File: src/sv/dur_pkg.sv
// Shared types, register indexes and helpers for the dual ultrasonic ranger.
// No dependencies; every design file of the block imports this package.
`timescale 1ns / 1ps

package dur_pkg;

    // Width of the tick counter and of the captured edge times
    localparam int TIME_BITS = 16;
    // Width used for phase-length compares (holds either operand plus one)
    localparam int CMP_BITS  = ((TIME_BITS > 16) ? TIME_BITS : 16) + 1;

    localparam logic [TIME_BITS-1:0] TICK_MAX = {TIME_BITS{1'b1}};

    // Configuration register indexes
    localparam int IDX_BITS = 3;
    localparam logic [IDX_BITS-1:0] REG_TRIGGER_WIDTH = 3'd0;
    localparam logic [IDX_BITS-1:0] REG_LISTEN_WINDOW = 3'd1;
    localparam logic [IDX_BITS-1:0] REG_GAP_WINDOW    = 3'd2;
    localparam logic [IDX_BITS-1:0] REG_SCALE_Q16     = 3'd3;
    localparam logic [IDX_BITS-1:0] REG_DISTANCE_CAP  = 3'd4;
    localparam logic [IDX_BITS-1:0] REG_REPORT_ENABLE = 3'd5;

    localparam int CFG_DATA_BITS = 16;

    typedef enum logic [1:0] {
        PH_TRIGGER = 2'd0,
        PH_LISTEN  = 2'd1,
        PH_GAP     = 2'd2
    } phase_t;

    typedef struct packed {
        logic [7:0]  trigger_width;
        logic [15:0] listen_window;
        logic [15:0] gap_window;
        logic [15:0] scale_q16;
        logic [7:0]  distance_cap;
        logic        report_enable;
    } cfg_t;

    typedef struct packed {
        logic       trig_front;
        logic       trig_back;
        logic       report_valid;
        logic       report_sensor;
        logic [7:0] report_distance;
    } result_t;

    // True on the last tick of a phase that lasts len ticks
    function automatic logic phase_done(logic [TIME_BITS-1:0] tick, logic [15:0] len);
        logic [CMP_BITS-1:0] tick_ext;
        logic [CMP_BITS-1:0] len_ext;
        tick_ext = {{(CMP_BITS - TIME_BITS){1'b0}}, tick};
        len_ext  = {{(CMP_BITS - 16){1'b0}}, len};
        return ((tick_ext + 1'b1) >= len_ext) || (tick == TICK_MAX);
    endfunction

endpackage

File: src/sv/dur_cfg_regs.sv
// Configuration register file of the dual ultrasonic ranger.
// Depends on dur_pkg for register indexes and the cfg_t struct.
`timescale 1ns / 1ps

module dur_cfg_regs
    import dur_pkg::*;
(
    input  logic                     clk,
    input  logic                     rst_n,
    input  logic                     cfg_write,
    input  logic [IDX_BITS-1:0]      cfg_index,
    input  logic [CFG_DATA_BITS-1:0] cfg_data,
    output cfg_t                     cfg
);

    cfg_t cfg_reg;
    cfg_t cfg_next;

    // Decode the write into the addressed field; other indexes are dropped
    always_comb
    begin
        cfg_next = cfg_reg;
        if (cfg_write)
        begin
            case (cfg_index)
                REG_TRIGGER_WIDTH: cfg_next.trigger_width = cfg_data[7:0];
                REG_LISTEN_WINDOW: cfg_next.listen_window = cfg_data;
                REG_GAP_WINDOW:    cfg_next.gap_window    = cfg_data;
                REG_SCALE_Q16:     cfg_next.scale_q16     = cfg_data;
                REG_DISTANCE_CAP:  cfg_next.distance_cap  = cfg_data[7:0];
                REG_REPORT_ENABLE: cfg_next.report_enable = cfg_data[0];
                default:           cfg_next = cfg_reg;
            endcase
        end
    end

    always_ff @(posedge clk or negedge rst_n)
    begin
        if (!rst_n)
        begin
            cfg_reg.trigger_width <= 8'd10;
            cfg_reg.listen_window <= 16'd25000;
            cfg_reg.gap_window    <= 16'd25000;
            cfg_reg.scale_q16     <= 16'd1114;
            cfg_reg.distance_cap  <= 8'd200;
            cfg_reg.report_enable <= 1'b1;
        end
        else
        begin
            cfg_reg <= cfg_next;
        end
    end

    assign cfg = cfg_reg;

endmodule

File: src/sv/dur_measure.sv
// Echo width to distance conversion: scale, round, cap, and no-echo handling.
// Depends on dur_pkg for TIME_BITS.
`timescale 1ns / 1ps

module dur_measure
    import dur_pkg::*;
(
    input  logic                 start_seen,
    input  logic                 end_seen,
    input  logic [TIME_BITS-1:0] start_time,
    input  logic [TIME_BITS-1:0] end_time,
    input  logic [15:0]          scale_q16,
    input  logic [7:0]           distance_cap,
    output logic [7:0]           distance
);

    logic [TIME_BITS-1:0]    echo_width;
    logic [TIME_BITS+15:0]   product;
    logic [TIME_BITS+15:0]   rounded;
    logic [TIME_BITS-1:0]    scaled;
    logic [7:0]              none_code;

    // Width in ticks, wrapping at the counter size
    assign echo_width = end_time - start_time;
    assign product    = echo_width * scale_q16;
    // Round half up before dropping the 16 fraction bits
    assign rounded    = product + {{TIME_BITS{1'b0}}, 16'h8000};
    assign scaled     = rounded[TIME_BITS+15:16];

    // Cap plus one, saturated at the top code
    assign none_code  = (distance_cap == 8'hFF) ? 8'hFF : distance_cap + 8'd1;

    always_comb
    begin
        if (!start_seen || !end_seen)
            distance = none_code;
        else if (scaled > {{(TIME_BITS - 8){1'b0}}, distance_cap})
            distance = none_code;
        else
            distance = scaled[7:0];
    end

endmodule

File: src/sv/dur_sequencer.sv
// Trigger / listen / gap sequencer with echo edge capture, one tick per step.
// Depends on dur_pkg and dur_measure.
`timescale 1ns / 1ps

module dur_sequencer
    import dur_pkg::*;
(
    input  logic    clk,
    input  logic    rst_n,
    input  logic    step,
    input  logic    echo_front,
    input  logic    echo_back,
    input  cfg_t    cfg,
    output result_t result
);

    phase_t               phase_reg,      phase_next;
    logic [TIME_BITS-1:0] tick_reg,       tick_next;
    logic                 sensor_reg,     sensor_next;
    logic                 echo_prev_reg,  echo_prev_next;
    logic                 start_seen_reg, start_seen_next;
    logic [TIME_BITS-1:0] start_time_reg, start_time_next;
    logic                 end_seen_reg,   end_seen_next;
    logic [TIME_BITS-1:0] end_time_reg,   end_time_next;

    // Edge capture values of this tick, fed to the distance math
    logic                 cap_start_seen;
    logic [TIME_BITS-1:0] cap_start_time;
    logic                 cap_end_seen;
    logic [TIME_BITS-1:0] cap_end_time;
    logic                 echo;
    logic                 echo_edge;
    logic [TIME_BITS-1:0] tick_inc;
    logic [7:0]           distance;

    assign echo      = sensor_reg ? echo_back : echo_front;
    assign echo_edge = (echo != echo_prev_reg);
    assign tick_inc  = tick_reg + 1'b1;

    // First edge marks the start, every later edge moves the end
    always_comb
    begin
        cap_start_seen = start_seen_reg;
        cap_start_time = start_time_reg;
        cap_end_seen   = end_seen_reg;
        cap_end_time   = end_time_reg;
        if (echo_edge)
        begin
            if (!start_seen_reg)
            begin
                cap_start_seen = 1'b1;
                cap_start_time = tick_reg;
            end
            else
            begin
                cap_end_seen = 1'b1;
                cap_end_time = tick_reg;
            end
        end
    end

    dur_measure u_measure (
        .start_seen   (cap_start_seen),
        .end_seen     (cap_end_seen),
        .start_time   (cap_start_time),
        .end_time     (cap_end_time),
        .scale_q16    (cfg.scale_q16),
        .distance_cap (cfg.distance_cap),
        .distance     (distance)
    );

    // Next state and result of the current tick
    always_comb
    begin
        phase_next      = phase_reg;
        tick_next       = tick_inc;
        sensor_next     = sensor_reg;
        echo_prev_next  = echo_prev_reg;
        start_seen_next = start_seen_reg;
        start_time_next = start_time_reg;
        end_seen_next   = end_seen_reg;
        end_time_next   = end_time_reg;
        result          = '0;

        case (phase_reg)
            PH_LISTEN:
            begin
                echo_prev_next  = echo;
                start_seen_next = cap_start_seen;
                start_time_next = cap_start_time;
                end_seen_next   = cap_end_seen;
                end_time_next   = cap_end_time;
                if (phase_done(tick_reg, cfg.listen_window))
                begin
                    if (cfg.report_enable)
                    begin
                        result.report_valid    = 1'b1;
                        result.report_sensor   = sensor_reg;
                        result.report_distance = distance;
                    end
                    start_seen_next = 1'b0;
                    end_seen_next   = 1'b0;
                    start_time_next = '0;
                    end_time_next   = '0;
                    tick_next       = '0;
                    if (cfg.gap_window == 16'd0)
                    begin
                        sensor_next = ~sensor_reg;
                        phase_next  = PH_TRIGGER;
                    end
                    else
                    begin
                        phase_next = PH_GAP;
                    end
                end
            end
            PH_GAP:
            begin
                if (phase_done(tick_reg, cfg.gap_window))
                begin
                    tick_next   = '0;
                    sensor_next = ~sensor_reg;
                    phase_next  = PH_TRIGGER;
                end
            end
            default:
            begin
                // Trigger phase; an unknown code behaves the same way
                result.trig_front = ~sensor_reg;
                result.trig_back  = sensor_reg;
                if (phase_done(tick_reg, {8'd0, cfg.trigger_width}))
                begin
                    tick_next       = '0;
                    echo_prev_next  = 1'b0;
                    start_seen_next = 1'b0;
                    end_seen_next   = 1'b0;
                    phase_next      = PH_LISTEN;
                end
            end
        endcase
    end

    // Advance the state only when a tick word moves into the result register
    always_ff @(posedge clk or negedge rst_n)
    begin
        if (!rst_n)
        begin
            phase_reg      <= PH_TRIGGER;
            tick_reg       <= '0;
            sensor_reg     <= 1'b0;
            echo_prev_reg  <= 1'b0;
            start_seen_reg <= 1'b0;
            start_time_reg <= '0;
            end_seen_reg   <= 1'b0;
            end_time_reg   <= '0;
        end
        else if (step)
        begin
            phase_reg      <= phase_next;
            tick_reg       <= tick_next;
            sensor_reg     <= sensor_next;
            echo_prev_reg  <= echo_prev_next;
            start_seen_reg <= start_seen_next;
            start_time_reg <= start_time_next;
            end_seen_reg   <= end_seen_next;
            end_time_reg   <= end_time_next;
        end
    end

endmodule

File: src/sv/dual_ultrasonic_ranger.sv
// Dual ultrasonic ranger: serves a front and a back echo sensor in turn, one
// microsecond tick per input word, and gives one result word per tick (trigger
// levels and, on the last listen tick with reports on, the measured distance).
// It takes a new tick word every clock cycle while in_stall is low; each result
// passes through an input register, a single-pass sequencer and the result
// register. The rate is set by the sequencer, which retires one tick per cycle
// unless stalled, with the width multiply, rounding and cap check in that same
// pass. A stall on the result side holds the result register and then backs up
// one more word in the input register before in_stall rises. No clearing after
// reset. Depends on dur_pkg, dur_cfg_regs, dur_sequencer and dur_measure.
`timescale 1ns / 1ps

module dual_ultrasonic_ranger
    import dur_pkg::*;
(
    input  logic                     clk,
    input  logic                     rst_n,
    // Tick words
    input  logic                     in_valid,
    output logic                     in_stall,
    input  logic                     echo_front,
    input  logic                     echo_back,
    // Result words
    output logic                     out_valid,
    input  logic                     out_stall,
    output logic                     trig_front,
    output logic                     trig_back,
    output logic                     report_valid,
    output logic                     report_sensor,
    output logic [7:0]               report_distance,
    // Configuration writes
    input  logic                     cfg_write,
    input  logic [IDX_BITS-1:0]      cfg_index,
    input  logic [CFG_DATA_BITS-1:0] cfg_data
);

    cfg_t    cfg;
    result_t step_result;
    result_t res_reg;

    logic    a_valid_reg, a_valid_next;
    logic    a_front_reg;
    logic    a_back_reg;
    logic    out_valid_reg, out_valid_next;
    logic    res_free;
    logic    step;
    logic    in_take;

    dur_cfg_regs u_cfg (
        .clk       (clk),
        .rst_n     (rst_n),
        .cfg_write (cfg_write),
        .cfg_index (cfg_index),
        .cfg_data  (cfg_data),
        .cfg       (cfg)
    );

    dur_sequencer u_seq (
        .clk        (clk),
        .rst_n      (rst_n),
        .step       (step),
        .echo_front (a_front_reg),
        .echo_back  (a_back_reg),
        .cfg        (cfg),
        .result     (step_result)
    );

    // Handshake: the result register frees when empty or being taken
    assign res_free = !out_valid_reg || !out_stall;
    assign step     = a_valid_reg && res_free;
    assign in_stall = a_valid_reg && !res_free;
    assign in_take  = in_valid && !in_stall;

    always_comb
    begin
        a_valid_next = a_valid_reg;
        if (in_take)
            a_valid_next = 1'b1;
        else if (step)
            a_valid_next = 1'b0;

        out_valid_next = out_valid_reg;
        if (step)
            out_valid_next = 1'b1;
        else if (!out_stall)
            out_valid_next = 1'b0;
    end

    always_ff @(posedge clk or negedge rst_n)
    begin
        if (!rst_n)
        begin
            a_valid_reg   <= 1'b0;
            out_valid_reg <= 1'b0;
        end
        else
        begin
            a_valid_reg   <= a_valid_next;
            out_valid_reg <= out_valid_next;
        end
    end

    // Hold the tick word until the sequencer takes it
    always_ff @(posedge clk)
    begin
        if (in_take)
        begin
            a_front_reg <= echo_front;
            a_back_reg  <= echo_back;
        end
    end

    // Load the result word as the tick retires
    always_ff @(posedge clk)
    begin
        if (step)
            res_reg <= step_result;
    end

    assign out_valid       = out_valid_reg;
    assign trig_front      = res_reg.trig_front;
    assign trig_back       = res_reg.trig_back;
    assign report_valid    = res_reg.report_valid;
    assign report_sensor   = res_reg.report_sensor;
    assign report_distance = res_reg.report_distance;

endmodule

File: config.mk
export PLATFORM = sky130hd
export DESIGN_NAME = dual_ultrasonic_ranger
export DESIGN_NICKNAME = d
export VERILOG_FILES = /design/src/sv/dur_pkg.sv /design/src/sv/dur_cfg_regs.sv /design/src/sv/dur_measure.sv /design/src/sv/dur_sequencer.sv /design/src/sv/dual_ultrasonic_ranger.sv
export SDC_FILE = /design/constraint.sdc
export NUM_CORES = 1
export LEC_CHECK = 0
export ABC_CLOCK_PERIOD_IN_PS = 22600
export BUFFER_PORTS_ARGS = -buffer_cell sky130_fd_sc_hd__buf_2
export CAP_MARGIN = 0
export CELL_PAD_IN_SITES_DETAIL_PLACEMENT = 0
export CELL_PAD_IN_SITES_GLOBAL_PLACEMENT = 1
export CORE_MARGIN = 5
export CORE_UTILIZATION = 45
export CTS_BUF_LIST = sky130_fd_sc_hd__clkbuf_8
export DETAILED_ROUTE_END_ITERATION = 8
export PLACE_DENSITY = 0.85
export RECOVER_POWER = 50
export SLEW_MARGIN = 30
export SYNTH_ARGS = -nofsm -noshare
export SYNTH_HDL_FRONTEND = slang
export SYNTH_SLANG_ARGS = --single-unit
File: constraint.sdc
create_clock -name clk -period 22.6 [get_ports clk]
set_input_delay 2.26 -clock clk [delete_from_list [all_inputs] [get_ports clk]]
set_output_delay 2.26 -clock clk [all_outputs]
set_load 0.005 [all_outputs]
==> results_dict.tcl <==
set metrics [dict create \
    cpMaxStageDelayCell "o311ai_0" \
    portBuffers 39 \
    wl_per_cell_um 17.8 \
    crit_path_max_fanout 18 \
    num_rows 71 \
    required_ps 22790 \
    r2r-end "report_distance[5]$_SDFFCE_PN0P_" \
    min_from "u_seq.start_time_reg[7]$_DFFE_PN0P_" \
    vias 13246 \
    r2r_cells 39 \
    cts_buffers 17 \
    core_um2 37400 \
    largest_reg_flops 65 \
    regToRegStartpoint "u_seq.sensor_reg$_DFFE_PN0P_" \
    cts-root-buf "clkbuf_8" \
    fin_crit_sh_pct 54.7 \
    areaGrowthSynthToFinish_pct 6.76 \
    drtIter0Drc 848 \
    drc 0 \
    grt_pass1_vias 13450 \
    clock_latency_ps 450 \
    hold_path_depth 2 \
    syn_nets 2305 \
    antenna_found_initial 0 \
    violations "capacitance limit, slew limit" \
    die_area_um2 41600 \
    first_pass_iters 5 \
    die_y_um 204 \
    ys_warn_count 0 \
    gp_congestion 0.907 \
    cts.sinks 135 \
    async_flop_share_pct 89.6 \
    worst_path_largest_cell_delay_ps 680 \
    grt_util_all_layers_pct 21.4 \
    hold-path-endpoint "u_seq.start_time_reg[7]$_DFFE_PN0P_" \
    synth_area_um2 16900 \
    crit_path_frequent_cell "fa_1" \
    die_w_um 204 \
    grt_pass1_wl_um 71300 \
    via_per_inst 5.43 \
    grt-ovfl-total 0 \
    finalMaxSlewViolations 109 \
    holdBufCountCts 0 \
    drive_above_1_share_pct 8.04 \
    synth_flop_cell "dfrtp_1" \
    reg2reg_slack_ps 10240 \
    io_pins 40 \
    hold_ws_ps 480 \
    timing.final.ws_setup_ps 10240 \
    fin_crit_ps 12360 \
    post-cts-setup-buffer-count 0 \
    start_util_pct 45.2 \
    nNetsFinal 2313 \
    cts.repair.resized 0 \
    fillCellCount 3617 \
    critPathArrivalTime_ps 12550 \
    rsz0062_at_grt "no" \
    dp_hpwl_um 33600 \
    fmax_mhz 80.9 \
    clk_path_buf_depth 2 \
    status "finished with violations" \
    cts_tree "done" \
    grt_max_degree 68 \
    synth-edff-count 14 \
    tightest_slew_ps 3050 \
    finalHoldViolations 0 \
    num_antenna_cells 0 \
    max-cap-violations 2 \
    relSlewSlack_pct -103 \
    cts_max_level 4 \
    path_class "flip-flop to flip-flop" \
    critPathLaunchType "flip-flop" \
    setup_tns_ps 0 \
    yosys.cell_types.count 71 \
    min_path_type "flip-flop to flip-flop" \
    skew_ps 15.6 \
    ant_nets 0 \
    ys_seq_area_share_pct 20.6 \
    ys_ff_latch 135 \
    clkTransAtPathRegs_ps 90 \
    avgSynthCellArea_um2 8.87 \
    syn_inst 1906 \
    setup_violations 0 \
    drt_wl_total_um 43300 \
    place_ws_ps 9920 \
    setup.worst_path.end_class "flip-flop" \
]
==> logic make-up after synthesis <==
logic type      count (synthesis)  synth area share (%)
simple gates                  622                  17.9
compound gates                262                  9.84
flops                         135                  20.6
fa+ha+maj                     375                  36.3
buf+inv                       405                  9.09
mux                            56                  3.59
xor+xnor                       51                  2.73
==> how the worst max path moves through the flow <==
stage / start / end / slack (ps) / cells after the start
2_1_floorplan: u_seq.sensor_reg$_DFFE_PN0P_ / report_distance[0]$_SDFFCE_PN0P_ / 11670 / 43
3_3_place_gp: u_seq.sensor_reg$_DFFE_PN0P_ / report_distance[3]$_SDFFCE_PN0P_ / 10350 / 40
3_5_place_dp: u_seq.sensor_reg$_DFFE_PN0P_ / report_distance[5]$_SDFFCE_PN0P_ / 9920 / 40
4_1_cts: u_seq.sensor_reg$_DFFE_PN0P_ / report_distance[5]$_SDFFCE_PN0P_ / 9900 / 40
5_1_grt: u_seq.sensor_reg$_DFFE_PN0P_ / report_distance[2]$_SDFFCE_PN0P_ / 9490 / 40
6_report: u_seq.sensor_reg$_DFFE_PN0P_ / report_distance[5]$_SDFFCE_PN0P_ / 10240 / 39
==> cell usage after synthesis (all sizes together), types with 32 or more instances <==
| cell | count | area [µm²] |
|---|---|---|
| a21oi | 41 | 205 |
| inv | 330 | 1240 |
| and2 | 105 | 657 |
| clkbuf | 67 | 251 |
| nor2 | 40 | 153 |
| dfrtp | 98 | 2450 |
| xnor2 | 36 | 323 |
| fa | 194 | 3880 |
| nand2 | 307 | 1150 |
| o21ai | 108 | 541 |
| mux2i | 32 | 337 |
| ha | 179 | 2240 |
==> critical path: cells and delay by family (launching register included) <==
| kind | cells | cell delay [ps] |
|---|---|---|
| adder cells (fa/ha/maj) | 11 | 4610 |
| AO/OA/AOI/OAI | 11 | 2770 |
| AND/OR/NAND/NOR | 8 | 2420 |
| multiplexers | 3 | 1090 |
| XOR/XNOR | 2 | 490 |
| flip-flops | 1 | 470 |
| buffers and inverters | 4 | 220 |
==> stage by stage <==
step / std cells / utilization [%] / area, µm²
6_report: 2438 / 48.3 / 18100
5_1_grt: 2438 / 48.3 / 18100
4_1_cts: 2437 / 48.3 / 18100
3_5_place_dp: 2405 / 47.3 / 17700
3_3_place_gp: 2405 / 47.2 / 17700
2_1_floorplan: 1906 / - / 16900
==> per-layer routing <==
layer | track usage [%] | routed length [µm] | vias up
met5 | 0 | 0 | -
met4 | 6.60 | 1150 | 0
met3 | 2.00 | 1840 | 76
met2 | 37.5 | 21800 | 339
met1 | 28.3 | 18500 | 6640
li1 | - | - | 6191
==> cells in the final DEF, fill, tap and decap left out, types with 30 or more instances in the layout <==
cell type,instances
mux2i_1,30
a21oi_1,41
ha_1,179
nor2_1,38
nand2_1,307
and2_1,102
fa_1,194
dfrtp_1,98
xnor2_1,35
o21ai_0,107
inv_1,330
buf_2,36
==> cell type report <==
cell class,count,area (µm²),area share [%]
inverters,330,1240,6.86
flip-flops and latches,135,3480,19.3
clock inverters,15,155,0.859
clock buffers,17,234,1.30
well taps,511,639,3.54
repair buffers,64,357,1.98
multi-input cells,1366,12000,66.2
Power is not shown: default switching activity piles up to over one toggle a cycle in this logic, so the estimate is an artifact.
